## config.mk

```make
export PLATFORM = sky130hd
export DESIGN_NAME = valve_settle_delay_calculator_flat
export DESIGN_NICKNAME = d
export VERILOG_FILES = /design/src/rtl/core/vsdc_pkg.sv /design/src/rtl/core/vsdc_if.sv /design/src/rtl/core/vsdc_divider.sv /design/src/rtl/core/vsdc_settle.sv /design/src/rtl/core/valve_settle_delay_calculator.sv /design/src/flat_wrapper.sv
export SDC_FILE = /design/constraint.sdc
export NUM_CORES = 2
export LEC_CHECK = 0
export BUFFER_PORTS_ARGS = -buffer_cell sky130_fd_sc_hd__buf_2
export CAP_MARGIN = 20
export CORE_MARGIN = 4
export CORE_UTILIZATION = 60
export DETAILED_ROUTE_END_ITERATION = 16
export PLACE_DENSITY = 0.77
export SYNTH_ARGS = -nofsm -noshare
export SYNTH_HDL_FRONTEND = slang
export SYNTH_SLANG_ARGS = --single-unit
```

## constraint.sdc

```tcl
create_clock -name i_clk -period 17.45 [get_ports i_clk]
set_clock_uncertainty 0.05 [all_clocks]
set_input_delay 0.8725 -clock i_clk [delete_from_list [all_inputs] [get_ports i_clk]]
set_output_delay 0.8725 -clock i_clk [all_outputs]
set_load 0.1 [all_outputs]
```

## src/rtl/core/vsdc_pkg.sv

```systemverilog
// Package with shared constants, types and codes of the valve settle delay calculator.
package vsdc_pkg;
    localparam int VALVES_DEF = 8;
    localparam logic [15:0] MARGIN_MS = 16'd12;
    localparam logic [15:0] CEILING_MS = 16'd400;
    localparam logic [31:0] MILLION = 32'd1000000;
    localparam logic [15:0] THOUSAND = 16'd1000;
    localparam logic [1:0] ACT_OFF = 2'd0;
    localparam logic [1:0] ACT_SERVO = 2'd1;
    localparam logic [1:0] ACT_SOLENOID = 2'd2;
    localparam logic [2:0] REG_SYNC = 3'd0;
    localparam logic [2:0] REG_FOLLOW = 3'd1;
    localparam logic [2:0] REG_ONLY = 3'd2;
    localparam logic [2:0] REG_TRIM = 3'd3;
    localparam logic [2:0] REG_MAX = 3'd4;
    localparam logic [2:0] REG_COUNT = 3'd5;

    // Configuration seen by the note logic.
    typedef struct packed {
        logic        sync_enabled;
        logic        follow_notes;
        logic        only_on_change;
        logic [15:0] trim_ms;
        logic [15:0] max_delay_ms;
        logic [3:0]  valve_count;
    } t_cfg;
endpackage

```

## src/rtl/core/vsdc_if.sv

```systemverilog
// Valid/ready channel interfaces for input and result items.
interface vsdc_in_if;
    logic        valid;
    logic        ready;
    logic        mode;
    logic [2:0]  valve_index;
    logic [1:0]  actuator_type;
    logic [15:0] measured_settle_ms;
    logic [7:0]  pressed_angle;
    logic [7:0]  released_angle;
    logic [15:0] servo_speed;
    logic [15:0] servo_accel;
    logic [15:0] pull_in_ms;
    logic [7:0]  from_mask;
    logic [7:0]  to_mask;
    modport source (output valid, mode, valve_index, actuator_type, measured_settle_ms,
        pressed_angle, released_angle, servo_speed, servo_accel, pull_in_ms, from_mask,
        to_mask, input ready);
    modport sink (input valid, mode, valve_index, actuator_type, measured_settle_ms,
        pressed_angle, released_angle, servo_speed, servo_accel, pull_in_ms, from_mask,
        to_mask, output ready);
endinterface

interface vsdc_out_if;
    logic        valid;
    logic        ready;
    logic [15:0] delay_ms;
    modport source (output valid, delay_ms, input ready);
    modport sink (input valid, delay_ms, output ready);
endinterface

```

## src/rtl/core/vsdc_divider.sv

```systemverilog
// Iterative restoring divider, one quotient bit per cycle.
module vsdc_divider (
    input  logic        i_clk,
    input  logic        i_rst_n,
    input  logic        i_start,
    input  logic [31:0] i_num,
    input  logic [31:0] i_den,
    output logic        o_done,
    output logic [31:0] o_quot,
    output logic [31:0] o_rem
);
    logic        r_busy;
    logic [5:0]  r_cnt;
    logic [31:0] r_q;
    logic [32:0] r_r;
    logic [31:0] r_d;
    logic        r_done;
    logic [32:0] n_shift;

    assign n_shift = {r_r[31:0], r_q[31]};

    // Shift in one numerator bit and try a subtract.
    always_ff @(posedge i_clk) begin
        if (!i_rst_n) begin
            r_busy <= 1'b0;
            r_done <= 1'b0;
            r_cnt <= '0;
        end else begin
            r_done <= 1'b0;
            if (i_start) begin
                r_busy <= 1'b1;
                r_cnt <= 6'd32;
                r_q <= i_num;
                r_r <= '0;
                r_d <= i_den;
            end else if (r_busy) begin
                if (n_shift >= {1'b0, r_d}) begin
                    r_r <= n_shift - {1'b0, r_d};
                    r_q <= {r_q[30:0], 1'b1};
                end else begin
                    r_r <= n_shift;
                    r_q <= {r_q[30:0], 1'b0};
                end
                r_cnt <= r_cnt - 6'd1;
                if (r_cnt == 6'd1) begin
                    r_busy <= 1'b0;
                    r_done <= 1'b1;
                end
            end
        end
    end

    assign o_done = r_done;
    assign o_quot = r_q;
    assign o_rem = r_r[31:0];
endmodule

```

## src/rtl/core/vsdc_settle.sv

```systemverilog
// Settle time sequencer for load items: runs divides and an iterative square root in sequence.
module vsdc_settle (
    input  logic        i_clk,
    input  logic        i_rst_n,
    input  logic        i_start,
    input  logic [1:0]  i_type,
    input  logic [15:0] i_measured,
    input  logic [7:0]  i_pressed,
    input  logic [7:0]  i_released,
    input  logic [15:0] i_speed,
    input  logic [15:0] i_accel,
    input  logic [15:0] i_pull_in,
    output logic        o_done,
    output logic [15:0] o_settle
);
    typedef enum logic [3:0] {
        S_IDLE, S_CHECK, S_DIV_RV, S_DIV_DV, S_DIV_VA, S_DIV_MA, S_MUL, S_DIV_RD,
        S_SQRT, S_FINISH
    } t_state;

    t_state      r_state;
    logic [7:0]  r_d;
    logic [15:0] r_v;
    logic [15:0] r_a;
    logic [31:0] r_t1;
    logic [31:0] r_t2;
    logic [31:0] r_x;
    logic [31:0] r_res;
    logic [31:0] r_bit;
    logic [31:0] r_total;
    logic        r_done;
    logic [15:0] r_settle;
    logic        r_dstart;
    logic [31:0] r_num;
    logic [31:0] r_den;
    logic        w_ddone;
    logic [31:0] w_quot;
    logic [31:0] w_rem;

    vsdc_divider u_div (
        .i_clk(i_clk), .i_rst_n(i_rst_n), .i_start(r_dstart), .i_num(r_num),
        .i_den(r_den), .o_done(w_ddone), .o_quot(w_quot), .o_rem(w_rem)
    );

    // Profile sequencer.
    always_ff @(posedge i_clk) begin
        if (!i_rst_n) begin
            r_state <= S_IDLE;
            r_done <= 1'b0;
            r_dstart <= 1'b0;
        end else begin
            r_done <= 1'b0;
            r_dstart <= 1'b0;
            case (r_state)
                S_IDLE: begin
                    if (i_start) begin
                        r_d <= (i_pressed > i_released) ? i_pressed - i_released
                                                        : i_released - i_pressed;
                        r_v <= i_speed;
                        r_a <= i_accel;
                        r_total <= {16'd0, i_pull_in} + {16'd0, vsdc_pkg::MARGIN_MS};
                        if (i_measured != 16'd0) begin
                            r_settle <= i_measured;
                            r_done <= 1'b1;
                        end else if (i_type == vsdc_pkg::ACT_SOLENOID) begin
                            r_state <= S_FINISH;
                        end else if (i_type == vsdc_pkg::ACT_SERVO) begin
                            r_state <= S_CHECK;
                        end else begin
                            r_settle <= 16'd0;
                            r_done <= 1'b1;
                        end
                    end
                end
                S_CHECK: begin
                    if (r_v == 16'd0) begin
                        r_settle <= vsdc_pkg::CEILING_MS;
                        r_done <= 1'b1;
                        r_state <= S_IDLE;
                    end else if (r_d == 8'd0) begin
                        r_total <= {16'd0, vsdc_pkg::MARGIN_MS};
                        r_state <= S_FINISH;
                    end else begin
                        // d*1000/v first; needed by the accel-free and cruise cases.
                        r_num <= 32'(r_d) * 32'(vsdc_pkg::THOUSAND);
                        r_den <= {16'd0, r_v};
                        r_dstart <= 1'b1;
                        r_state <= S_DIV_DV;
                    end
                end
                S_DIV_DV: begin
                    if (w_ddone) begin
                        r_t1 <= w_quot;
                        if (r_a == 16'd0) begin
                            r_total <= w_quot + 32'(vsdc_pkg::MARGIN_MS);
                            r_state <= S_FINISH;
                        end else begin
                            r_num <= 32'(r_v) * 32'(r_v);
                            r_den <= {16'd0, r_a};
                            r_dstart <= 1'b1;
                            r_state <= S_DIV_RV;
                        end
                    end
                end
                S_DIV_RV: begin
                    if (w_ddone) begin
                        if (32'(r_d) <= w_quot) begin
                            r_num <= vsdc_pkg::MILLION;
                            r_state <= S_DIV_MA;
                        end else begin
                            r_num <= 32'(r_v) * 32'(vsdc_pkg::THOUSAND);
                            r_state <= S_DIV_VA;
                        end
                        r_den <= {16'd0, r_a};
                        r_dstart <= 1'b1;
                    end
                end
                S_DIV_VA: begin
                    if (w_ddone) begin
                        r_total <= r_t1 + w_quot + 32'(vsdc_pkg::MARGIN_MS);
                        r_state <= S_FINISH;
                    end
                end
                S_DIV_MA: begin
                    if (w_ddone) begin
                        r_t1 <= w_quot;
                        r_t2 <= w_rem;
                        r_state <= S_MUL;
                    end
                end
                S_MUL: begin
                    r_t1 <= r_t1 * 32'(r_d);
                    r_num <= r_t2 * 32'(r_d);
                    r_den <= {16'd0, r_a};
                    r_dstart <= 1'b1;
                    r_state <= S_DIV_RD;
                end
                S_DIV_RD: begin
                    if (w_ddone) begin
                        r_x <= r_t1 + w_quot;
                        r_res <= '0;
                        r_bit <= 32'h4000_0000;
                        r_state <= S_SQRT;
                    end
                end
                S_SQRT: begin
                    // One result bit per cycle; leading zero pairs just shift.
                    if (r_bit == 32'd0) begin
                        r_total <= {r_res[30:0], 1'b0} + 32'(vsdc_pkg::MARGIN_MS);
                        r_state <= S_FINISH;
                    end else begin
                        if (r_x >= r_res + r_bit) begin
                            r_x <= r_x - (r_res + r_bit);
                            r_res <= (r_res >> 1) + r_bit;
                        end else begin
                            r_res <= r_res >> 1;
                        end
                        r_bit <= r_bit >> 2;
                    end
                end
                S_FINISH: begin
                    r_settle <= (r_total > 32'(vsdc_pkg::CEILING_MS)) ? vsdc_pkg::CEILING_MS
                                                                      : r_total[15:0];
                    r_done <= 1'b1;
                    r_state <= S_IDLE;
                end
                default: r_state <= S_IDLE;
            endcase
        end
    end

    assign o_done = r_done;
    assign o_settle = r_settle;
endmodule

```

## src/rtl/core/valve_settle_delay_calculator.sv

```systemverilog
// Top level: settle table memory, load and note sequencing, APB registers.
// Loads run through the settle sequencer; a servo profile takes up to four divides and a
// square root. A note scans the table, then trims and clamps its worst entry. One item at
// a time: the input is ready only while idle.
// A finished note waits while the output register still holds an untaken result.
// Synchronous active-low reset; the table is cleared by a pass over every entry after reset.
module valve_settle_delay_calculator #(
    parameter int VALVES = vsdc_pkg::VALVES_DEF
) (
    input  logic        i_clk,
    input  logic        i_rst_n,
    vsdc_in_if.sink     i_in,
    vsdc_out_if.source  o_out,
    input  logic        psel,
    input  logic        penable,
    input  logic        pwrite,
    input  logic [4:0]  paddr,
    input  logic [31:0] pwdata,
    output logic [31:0] prdata,
    output logic        pready
);
    localparam int IW = (VALVES > 1) ? $clog2(VALVES) : 1;

    typedef enum logic [2:0] {
        S_CLEAR, S_IDLE, S_LOAD, S_SCAN, S_SCAN_LAST, S_TRIM, S_OUT
    } t_state;

    t_state         r_state;
    vsdc_pkg::t_cfg r_cfg;
    logic [15:0]    r_mem [VALVES];
    logic [15:0]    r_rdata;
    logic [IW:0]    r_ptr;
    logic [IW-1:0]  r_widx;
    logic           r_wvalid;
    logic [7:0]     r_mask;
    logic [15:0]    r_worst;
    logic [15:0]    r_delay;
    logic           r_zero;
    logic [3:0]     r_n;
    logic           w_sdone;
    logic [15:0]    w_settle;
    logic           w_start;
    logic           w_we;
    logic [IW-1:0]  w_waddr;
    logic [15:0]    w_wdata;
    logic [IW-1:0]  w_raddr;
    logic [2:0]     w_reg;
    logic           w_change;
    logic [IW:0]    r_rptr;
    logic signed [17:0] w_sum;

    assign w_reg = paddr[4:2];
    assign pready = 1'b1;
    assign i_in.ready = (r_state == S_IDLE);
    assign w_start = i_in.valid && i_in.ready && !i_in.mode;
    assign w_change = i_in.from_mask != i_in.to_mask;

    vsdc_settle u_settle (
        .i_clk(i_clk), .i_rst_n(i_rst_n), .i_start(w_start), .i_type(i_in.actuator_type),
        .i_measured(i_in.measured_settle_ms), .i_pressed(i_in.pressed_angle),
        .i_released(i_in.released_angle), .i_speed(i_in.servo_speed),
        .i_accel(i_in.servo_accel), .i_pull_in(i_in.pull_in_ms),
        .o_done(w_sdone), .o_settle(w_settle)
    );

    // Register writes and reads.
    always_ff @(posedge i_clk) begin
        if (!i_rst_n) begin
            r_cfg <= '{1'b0, 1'b0, 1'b1, 16'd0, 16'd400, 4'd0};
        end else if (psel && penable && pwrite) begin
            case (w_reg)
                vsdc_pkg::REG_SYNC:   r_cfg.sync_enabled <= pwdata[0];
                vsdc_pkg::REG_FOLLOW: r_cfg.follow_notes <= pwdata[0];
                vsdc_pkg::REG_ONLY:   r_cfg.only_on_change <= pwdata[0];
                vsdc_pkg::REG_TRIM:   r_cfg.trim_ms <= pwdata[15:0];
                vsdc_pkg::REG_MAX:    r_cfg.max_delay_ms <= pwdata[15:0];
                vsdc_pkg::REG_COUNT:  r_cfg.valve_count <= pwdata[3:0];
                default: ;
            endcase
        end
    end

    always_comb begin
        case (w_reg)
            vsdc_pkg::REG_SYNC:   prdata = {31'd0, r_cfg.sync_enabled};
            vsdc_pkg::REG_FOLLOW: prdata = {31'd0, r_cfg.follow_notes};
            vsdc_pkg::REG_ONLY:   prdata = {31'd0, r_cfg.only_on_change};
            vsdc_pkg::REG_TRIM:   prdata = {16'd0, r_cfg.trim_ms};
            vsdc_pkg::REG_MAX:    prdata = {16'd0, r_cfg.max_delay_ms};
            vsdc_pkg::REG_COUNT:  prdata = {28'd0, r_cfg.valve_count};
            default:              prdata = 32'd0;
        endcase
    end

    // Memory write port: clearing pass or settled load.
    assign w_we = (r_state == S_CLEAR) || (r_state == S_LOAD && w_sdone && r_wvalid);
    assign w_waddr = (r_state == S_CLEAR) ? r_ptr[IW-1:0] : r_widx;
    assign w_wdata = (r_state == S_CLEAR) ? 16'd0 : w_settle;
    assign w_raddr = r_ptr[IW-1:0];

    always_ff @(posedge i_clk) begin
        if (w_we) r_mem[w_waddr] <= w_wdata;
        r_rdata <= r_mem[w_raddr];
    end

    assign w_sum = $signed({2'b00, r_worst}) + 18'(signed'(r_cfg.trim_ms));

    // Item sequencer; the scan reads one entry a cycle and folds the previous one.
    always_ff @(posedge i_clk) begin
        if (!i_rst_n) begin
            r_state <= S_CLEAR;
            r_ptr <= '0;
            o_out.valid <= 1'b0;
        end else begin
            if (o_out.valid && o_out.ready && r_state != S_OUT) o_out.valid <= 1'b0;
            case (r_state)
                S_CLEAR: begin
                    r_ptr <= r_ptr + 1'b1;
                    if (r_ptr == (IW + 1)'(VALVES - 1)) r_state <= S_IDLE;
                end
                S_IDLE: begin
                    r_ptr <= '0;
                    r_rptr <= '0;
                    r_worst <= '0;
                    r_n <= (r_cfg.valve_count > 4'(VALVES)) ? 4'(VALVES) : r_cfg.valve_count;
                    r_mask <= w_change ? (i_in.from_mask ^ i_in.to_mask) : i_in.to_mask;
                    r_zero <= !r_cfg.sync_enabled || !r_cfg.follow_notes ||
                              (r_cfg.only_on_change && !w_change);
                    r_widx <= IW'(i_in.valve_index);
                    r_wvalid <= 32'(i_in.valve_index) < VALVES;
                    if (i_in.valid) begin
                        r_state <= i_in.mode ? S_SCAN : S_LOAD;
                    end
                end
                S_LOAD: begin
                    if (w_sdone) r_state <= S_IDLE;
                end
                S_SCAN: begin
                    // Address r_ptr issued now; data of r_rptr arrives.
                    if (r_ptr != '0 && 4'(r_rptr) < r_n && r_mask[r_rptr[IW-1:0]] &&
                        r_rdata > r_worst) r_worst <= r_rdata;
                    r_rptr <= r_ptr;
                    r_ptr <= r_ptr + 1'b1;
                    if (r_ptr == (IW + 1)'(VALVES - 1)) r_state <= S_SCAN_LAST;
                end
                S_SCAN_LAST: begin
                    if (4'(r_rptr) < r_n && r_mask[r_rptr[IW-1:0]] && r_rdata > r_worst)
                        r_worst <= r_rdata;
                    r_state <= S_TRIM;
                end
                S_TRIM: begin
                    if (r_zero || r_worst == 16'd0 || w_sum < 18'sd0) r_delay <= 16'd0;
                    else if (w_sum > $signed({2'b00, r_cfg.max_delay_ms}))
                        r_delay <= r_cfg.max_delay_ms;
                    else r_delay <= w_sum[15:0];
                    r_state <= S_OUT;
                end
                S_OUT: begin
                    // Hand over once the output register is free or being emptied.
                    if (!o_out.valid || o_out.ready) begin
                        o_out.delay_ms <= r_delay;
                        o_out.valid <= 1'b1;
                        r_state <= S_IDLE;
                    end
                end
                default: r_state <= S_IDLE;
            endcase
        end
    end
endmodule

```

## src/flat_wrapper.sv

```systemverilog
// flat-port wrapper written by rule: the top's interface ports become plain ports
module valve_settle_delay_calculator_flat 
#(
    parameter int VALVES = vsdc_pkg::VALVES_DEF
)
  (i_clk, i_rst_n, psel, penable, pwrite, paddr, pwdata, prdata, pready, i_in_valid, i_in_mode, i_in_valve_index, i_in_actuator_type, i_in_measured_settle_ms, i_in_pressed_angle, i_in_released_angle, i_in_servo_speed, i_in_servo_accel, i_in_pull_in_ms, i_in_from_mask, i_in_to_mask, i_in_ready, o_out_valid, o_out_delay_ms, o_out_ready);
  vsdc_in_if i_in_i ();
  vsdc_out_if o_out_i ();
  input  logic i_clk;
  input  logic i_rst_n;
  input  logic psel;
  input  logic penable;
  input  logic pwrite;
  input  logic [4:0] paddr;
  input  logic [31:0] pwdata;
  output logic [31:0] prdata;
  output logic pready;
  input wire logic [$bits(i_in_i.valid)-1:0] i_in_valid;
  input wire logic [$bits(i_in_i.mode)-1:0] i_in_mode;
  input wire logic [$bits(i_in_i.valve_index)-1:0] i_in_valve_index;
  input wire logic [$bits(i_in_i.actuator_type)-1:0] i_in_actuator_type;
  input wire logic [$bits(i_in_i.measured_settle_ms)-1:0] i_in_measured_settle_ms;
  input wire logic [$bits(i_in_i.pressed_angle)-1:0] i_in_pressed_angle;
  input wire logic [$bits(i_in_i.released_angle)-1:0] i_in_released_angle;
  input wire logic [$bits(i_in_i.servo_speed)-1:0] i_in_servo_speed;
  input wire logic [$bits(i_in_i.servo_accel)-1:0] i_in_servo_accel;
  input wire logic [$bits(i_in_i.pull_in_ms)-1:0] i_in_pull_in_ms;
  input wire logic [$bits(i_in_i.from_mask)-1:0] i_in_from_mask;
  input wire logic [$bits(i_in_i.to_mask)-1:0] i_in_to_mask;
  output wire logic [$bits(i_in_i.ready)-1:0] i_in_ready;
  output wire logic [$bits(o_out_i.valid)-1:0] o_out_valid;
  output wire logic [$bits(o_out_i.delay_ms)-1:0] o_out_delay_ms;
  input wire logic [$bits(o_out_i.ready)-1:0] o_out_ready;
  assign i_in_i.valid = i_in_valid;
  assign i_in_i.mode = i_in_mode;
  assign i_in_i.valve_index = i_in_valve_index;
  assign i_in_i.actuator_type = i_in_actuator_type;
  assign i_in_i.measured_settle_ms = i_in_measured_settle_ms;
  assign i_in_i.pressed_angle = i_in_pressed_angle;
  assign i_in_i.released_angle = i_in_released_angle;
  assign i_in_i.servo_speed = i_in_servo_speed;
  assign i_in_i.servo_accel = i_in_servo_accel;
  assign i_in_i.pull_in_ms = i_in_pull_in_ms;
  assign i_in_i.from_mask = i_in_from_mask;
  assign i_in_i.to_mask = i_in_to_mask;
  assign i_in_ready = i_in_i.ready;
  assign o_out_valid = o_out_i.valid;
  assign o_out_delay_ms = o_out_i.delay_ms;
  assign o_out_i.ready = o_out_ready;
  valve_settle_delay_calculator #(.VALVES(VALVES)) u_core (.i_clk(i_clk), .i_rst_n(i_rst_n), .i_in(i_in_i), .o_out(o_out_i), .psel(psel), .penable(penable), .pwrite(pwrite), .paddr(paddr), .pwdata(pwdata), .prdata(prdata), .pready(pready));
endmodule
```

Word level (Yosys, flattened, before mapping)
Memories as Yosys holds them, arrays and structs flattened. A register that Yosys moved wholly into a read port is not among the register bits.
Index checks and enable logic that the tools add are counted.
{ "word_totals": {"regBits": 537, "ram_bits": 128, "input_bits": 146, "out_inout_bits": 51, "elab_cells": 300, "memories": 1} }
{ "memory_table": {"columns": ["name", "words", "word_bits", "read_ports", "rd_clocked_by_memory_dff", "write_ports", "line", "source"], "rows": [
  ["u_core.r_mem", 8, 16, 1, 1, 1, "valve_settle_delay_calculator.sv:30", "logic [15:0] r_mem [VALVES];"]
]} }
{ "classes": {"n_addsub": 14, "n_mul": 5, "magnitude_cmp": 11, "n_eq_ne": 53, "muxes": 104, "n_bitwise": 3, "reduce_logical": 70} }
{ "ops": {"columns": ["cell", "n"], "rows": [
  ["32-bit 2-to-1 mux", 30],
  ["32-bit case mux with 2 select lines", 4],
  ["32-bit case mux with 4 select lines", 2],
  ["16-bit 2-to-1 mux", 10],
  ["32-bit case mux with 5 select lines", 1],
  ["32-bit by 4-bit adder with 32-bit output (second input constant)", 3],
  ["16-bit case mux with 3 select lines", 2],
  ["16-bit case mux with 6 select lines", 1],
  ["32-bit adder", 2],
  ["32-bit by 8-bit multiplier with 32-bit output", 2],
  ["32-bit subtractor", 2],
  ["4-bit 2-to-1 mux", 13],
  ["16-bit logical NOT", 3],
  ["4-bit case mux with 9 select lines", 1],
  ["33-bit by 32-bit greater-or-equal comparator with 1-bit output", 1],
  ["31-bit by 32-bit adder with 32-bit output", 1],
  ["32-bit greater-or-equal comparator", 1],
  ["32-bit by 9-bit greater-than comparator with 1-bit output (second input constant)", 1],
  ["8-bit by 32-bit less-or-equal comparator with 1-bit output", 1],
  ["32-bit logical NOT", 1],
  ["16-bit by 16-bit multiplier with 32-bit output", 1],
  ["2-bit != test (second input constant)", 14],
  ["26-bit 2-to-1 mux", 1],
  ["16-bit by 7-bit multiplier with 23-bit output (second input constant)", 1],
  ["other kinds (57)", 161]
]} }

Depth between registers and ports, before layout
{ "depth": {"depth_word": 6, "depth_mapped": 27, "depth_no_buf": 26} }

Cells and area by module
A second synthesis with hierarchy kept.
{ "hier_totals": {"cells_unflattened": 6075, "hier_area_um2": 60749.5} }
{ "modules_own_cells": {"columns": ["module", "n_inst", "cells_per_inst", "area_per_inst_um2", "seq_area_each_um2"], "rows": [
  ["vsdc_settle", 1, 4606, 42779.8, 8528.2],
  ["valve_settle_delay_calculator", 1, 957, 12085.3, 7146.9],
  ["vsdc_divider", 1, 512, 5884.4, 3042.9]
]} }

Worst setup path after synthesis
Ideal clock, no wire load.
{ "synth_timing": {"path_kind": "register to register", "from": "register u_core.u_settle.r_v[6]", "to": "register u_core.u_settle.r_num[31], data pin", "setup_time_ns": 0.269, "arrival_ns": 6.862, "t_required_ns": 17.131, "path_slack_ns": 10.269, "path_stages_with_launch": 28, "path_buffers": 1, "period_less_slack_ns": 7.181, "cell_sequence": "edfxtp_1 clkbuf_1 clkinv_1 nor2_1 inv_1 fa_1 inv_1 fa_1 inv_1 fa_1 inv_1 fa_1 fa_1 inv_1 fa_1 inv_1 ha_1 a21o_1 a21o_1 a21oi_1 o21ai_0 a21oi_1 o21ai_0 a21o_1 a2111oi_0 o41ai_1 xnor2_1 o22ai_1"} }
{ "synth_via": {"elab_chain_len": 4} }
{ "synth_rtl": {"columns": ["element", "line", "source"], "rows": [
  ["start, declared", "vsdc_settle.sv:23", "logic [15:0] r_v;"],
  ["start signal, assigned", "vsdc_settle.sv:59", "r_v <= i_speed;"],
  ["16-bit by 16-bit multiplier with 32-bit output", "vsdc_settle.sv:98", "r_num <= 32'(r_v) * 32'(r_v);"],
  ["32-bit 2-to-1 mux", "vsdc_settle.sv:94", "if (r_a == 16'd0) begin"],
  ["32-bit 2-to-1 mux", "vsdc_settle.sv:92", "if (w_ddone) begin"],
  ["32-bit case mux with 4 select lines", "vsdc_settle.sv:54", "case (r_state)"],
  ["end signal, assigned", "vsdc_settle.sv:98", null],
  ["end signal, assigned", "vsdc_settle.sv:108", "r_num <= vsdc_pkg::MILLION;"],
  ["end signal, assigned", "vsdc_settle.sv:111", "r_num <= 32'(r_v) * 32'(vsdc_pkg::THOUSAND);"],
  ["end, declared", "vsdc_settle.sv:34", "logic [31:0] r_num;"]
]} }
No other way between the ends. The select of a mux whose other input is x is not followed.
A chain may end at the register's enable or synchronous reset.

Worst setup path after layout
{ "layout_timing": {"from": "register u_core.u_settle.r_v[3]", "to": "register u_core.u_settle.r_num[31], data pin"} }
Same word-level chain as after synthesis.

==> flow_summary.ini <==
[floorplan]
initial_core_util_pct = 60.7
row_count = 114
die_y_um = 321
core_area_um2 = 97100
die_x_um = 321
pin_count = 197
dieArea_um2 = 103000

[finish]
largest-register = u_core.r_mem
final_nets = 7187
final_layout_size_suffix_gt1_share_pct = 8.27
multiInputGateArea_um2 = 37000
fin_area_um2 = 63500
fillers = 7530
register_area_um2 = 18200
area_delta_synth_final_pct = 7.81
largest_register_ffs = 128
largest_registers = u_core.r_mem x128, u_core.r_cfg x39

[worst_setup_path]
cp-start-kind = register
max_stage_delay_ns = 0.89
crit_buf_inv = 5
end_kind = register
worstPathMaxFanout = 12
path_delay_family = adder cells
critPathRequiredTime_ns = 17.74
worst_path_max_delay_cell = a2111oi_0
crit_path_cell_trace = inv_1 -> nor2_1 -> inv_1 -> fa_1 -> fa_1 -> inv_1 -> fa_1 -> fa_1 -> fa_1 -> inv_1 -> fa_1 -> inv_1 -> ha_1 -> a21o_1 -> a21o_1 -> a21oi_1 -> o21ai_0 -> a21oi_1 -> o21ai_0 -> a21o_1 -> a2111oi_0 -> o41ai_1 -> xnor2_1 -> o22ai_1
crit_top_cell = fa_1
crit_type = reg -> reg
critPathArrivalTime_ns = 8.93

[logic_synthesis]
synth_area_leaders = edfxtp_1 28%, fa_1 19%, ha_1 10%
synth.distinct_cells = 102
syn-cell-area_um2 = 58900
synth-seq-cells = 633
avgSynthCellArea_um2 = 9.98
synth_cells = 5904
synthArstFlopShare_pct = 0
synth_edf_count = 556
synth_seq_area_share_pct = 30.9
yosys_warnings = 0
synth_top_cell_by_area = edfxtp_1
yosys.area.top_type_share_pct = 28.3
ys.flop_type = edfxtp_1

[pwr]
powerDensity_nw_per_um2 = 70.2
p_leak_nw = 27.4
ir_drop_uv = 138

[global_routing]
grt_max_degree = 72
antenna_found_initial = 10
grt.total_usage_pct = 29.4
grt_pass1_wl_um = 240000
grt-ovfl-total = 0
grt_pass1_vias = 44400

[clock_network]
worstSkewPairLatency_ns = 0.67
clk_pin_slew_worst_paths_ns = 0.06
cts_root_buf = clkbuf_16
cts.path.max_buffers = 3
cts_setup_buffers = 0
cts-resized-gates = 0
htree_levels = 3
ctsHoldBuffers = 0
clock_sinks = 633
cts_buffers = 70
cts_tree = built

[timing]
fin_tns_setup_ns = 0
setup_violations = 0
slew_violations = 0
slew_headroom_pct = 23.9
worst_pin_slew_ns = 1.14
fin_crit_ns = 8.64
fin_hold_ws_ns = 0.324
rsz0062_at_grt = no
hold_viol = 0
period_share_pct = 49.5
fmax_mhz = 116

[placement]
dp_hpwl_um = 113000
placed_area_um2 = 61100
io_buffers = 161
routabilityCongestion = 0.956

[detailed_routing]
wl_per_cell_um = 20.7
ant_nets = 0
vias = 44500
firstDrtPassIters = 6
drc = 0
drt_wl_total_um = 152000
drt_iter0_drc = 4316
viasPerCell = 6.06

[worst_hold_path]
hp-class = reg -> reg

[flow_run]
maxCapViolCount = 0

[status]
status = complete, no violations
-- synth_stat cells (151+ instances only) --
cell,n
o21ai_0,234
xor2_1,151
edfxtp_1,556
nand2_1,641
fa_1,556
and2_1,243
inv_1,789
clkbuf_1,172
nor2_1,357
a21oi_1,300
xnor2_1,169
ha_1,485
-- metal layers --
| layer | track usage (%) | vias to the layer above | routed length (µm) |
|---|---|---|---|
| met4 | 11.0 | 12 | 6200 |
| met2 | 48.5 | 1973 | 71100 |
| met1 | 39.9 | 21900 | 61200 |
| met5 | 0 | - | 72 |
| li1 | - | 20200 | - |
| met3 | 4.32 | 334 | 13000 |
-- final timing paths --
| check | start | to | slack (ns) | cells past startpoint |
|---|---|---|---|---|
| setup / recovery | u_core.u_settle.r_v[3] | u_core.u_settle.r_num[31] | 8.81 | 24 |
| hold reg to reg | u_core.u_settle.r_den[6] | u_core.u_settle.u_div.r_d[6] | 0.32 | 0 |
| hold / removal | u_core.u_settle.r_den[6] | u_core.u_settle.u_div.r_d[6] | 0.32 | 0 |
| setup reg to reg | u_core.u_settle.r_v[3] | u_core.u_settle.r_num[31] | 8.81 | 24 |
-- worst register-to-register path, cell delays in order, from the launching register on --
cell and delay [ns]:
edfxtp_1 0.82, inv_1 0.61, nor2_1 0.36, inv_1 0.09, fa_1 0.40, fa_1 0.43
inv_1 0.07, fa_1 0.44, fa_1 0.51, fa_1 0.49, inv_1 0.05, fa_1 0.47
inv_1 0.04, ha_1 0.34, a21o_1 0.18, a21o_1 0.16, a21oi_1 0.16, o21ai_0 0.11
a21oi_1 0.33, o21ai_0 0.25, a21o_1 0.27, a2111oi_0 0.89, o41ai_1 0.25, xnor2_1 0.44
o22ai_1 0.15
-- report_power, final --
part	internal [mW]	total (mW)	leakage, nW	switching, mW
logic	0.466	1.15	20.5	0.686
registers	1.73	1.76	5.69	0.0312
clock network	0.899	1.55	1.15	0.656
-- metrics by stage --
stage | utilization, % | std cells | setup slack, ns | power (mW)
finish | 65.4 | 7335 | 8.81 | 4.46
global route | 65.4 | 7334 | 8.42 | 4.67
CTS | 65.4 | 7331 | 8.97 | 4.48
detailed placement | 62.9 | 7203 | 9.00 | 2.92
global placement | 62.9 | 7202 | 9.11 | 2.88
floorplan | - | 5919 | 10.27 | 2.60
-- cell families (layout without fill, tap and decap cells) --
group	count (synthesis)	count (layout)	share of synthesized area [%]
DFF	633	633	30.9
AOI/OAI and AO/OA	1040	1040	11.4
and+or+nand+nor	1719	1719	14.0
xor gates and xnor gates	320	320	4.76
muxes	132	132	3.07
buffers and inverters	1015	1152	6.64
adders and majority gates	1043	1043	29.2
other	2	20	0.0127
-- layout by cell type (no fill, tap or decap), drive strengths merged, types with 13 or more instances in the layout --
cell type and n:
a211oi 40, a21o 92, a21oi 302, a22o 40, a22oi 19, a31oi 39
and2 246, and3 28, buf 230, clkbuf 94, clkinv 22, conb 17
dfxtp 77, edfxtp 556, fa 556, ha 485, inv 794, mux2 49
mux2i 49, mux4 34, nand2 642, nand2b 42, nand3 62, nand4 44
nor2 359, nor2b 86, nor3 85, nor3b 13, nor4 44, o211ai 22
o21a 35, o21ai 241, o21bai 35, o22ai 24, o31ai 13, or2 17
or3 24, xnor2 169, xor2 151
-- cell type report --
cell class,instances,share of cell area [%]
antenna,3,0.0118
clock buffer,93,2.97
clock inverter,35,0.809
inverter,793,4.68
multi-input combinational,4271,58.2
sequential,633,28.7
tap,1276,2.51
timing repair buffer,231,2.11
(Power assumes the default switching activity.)
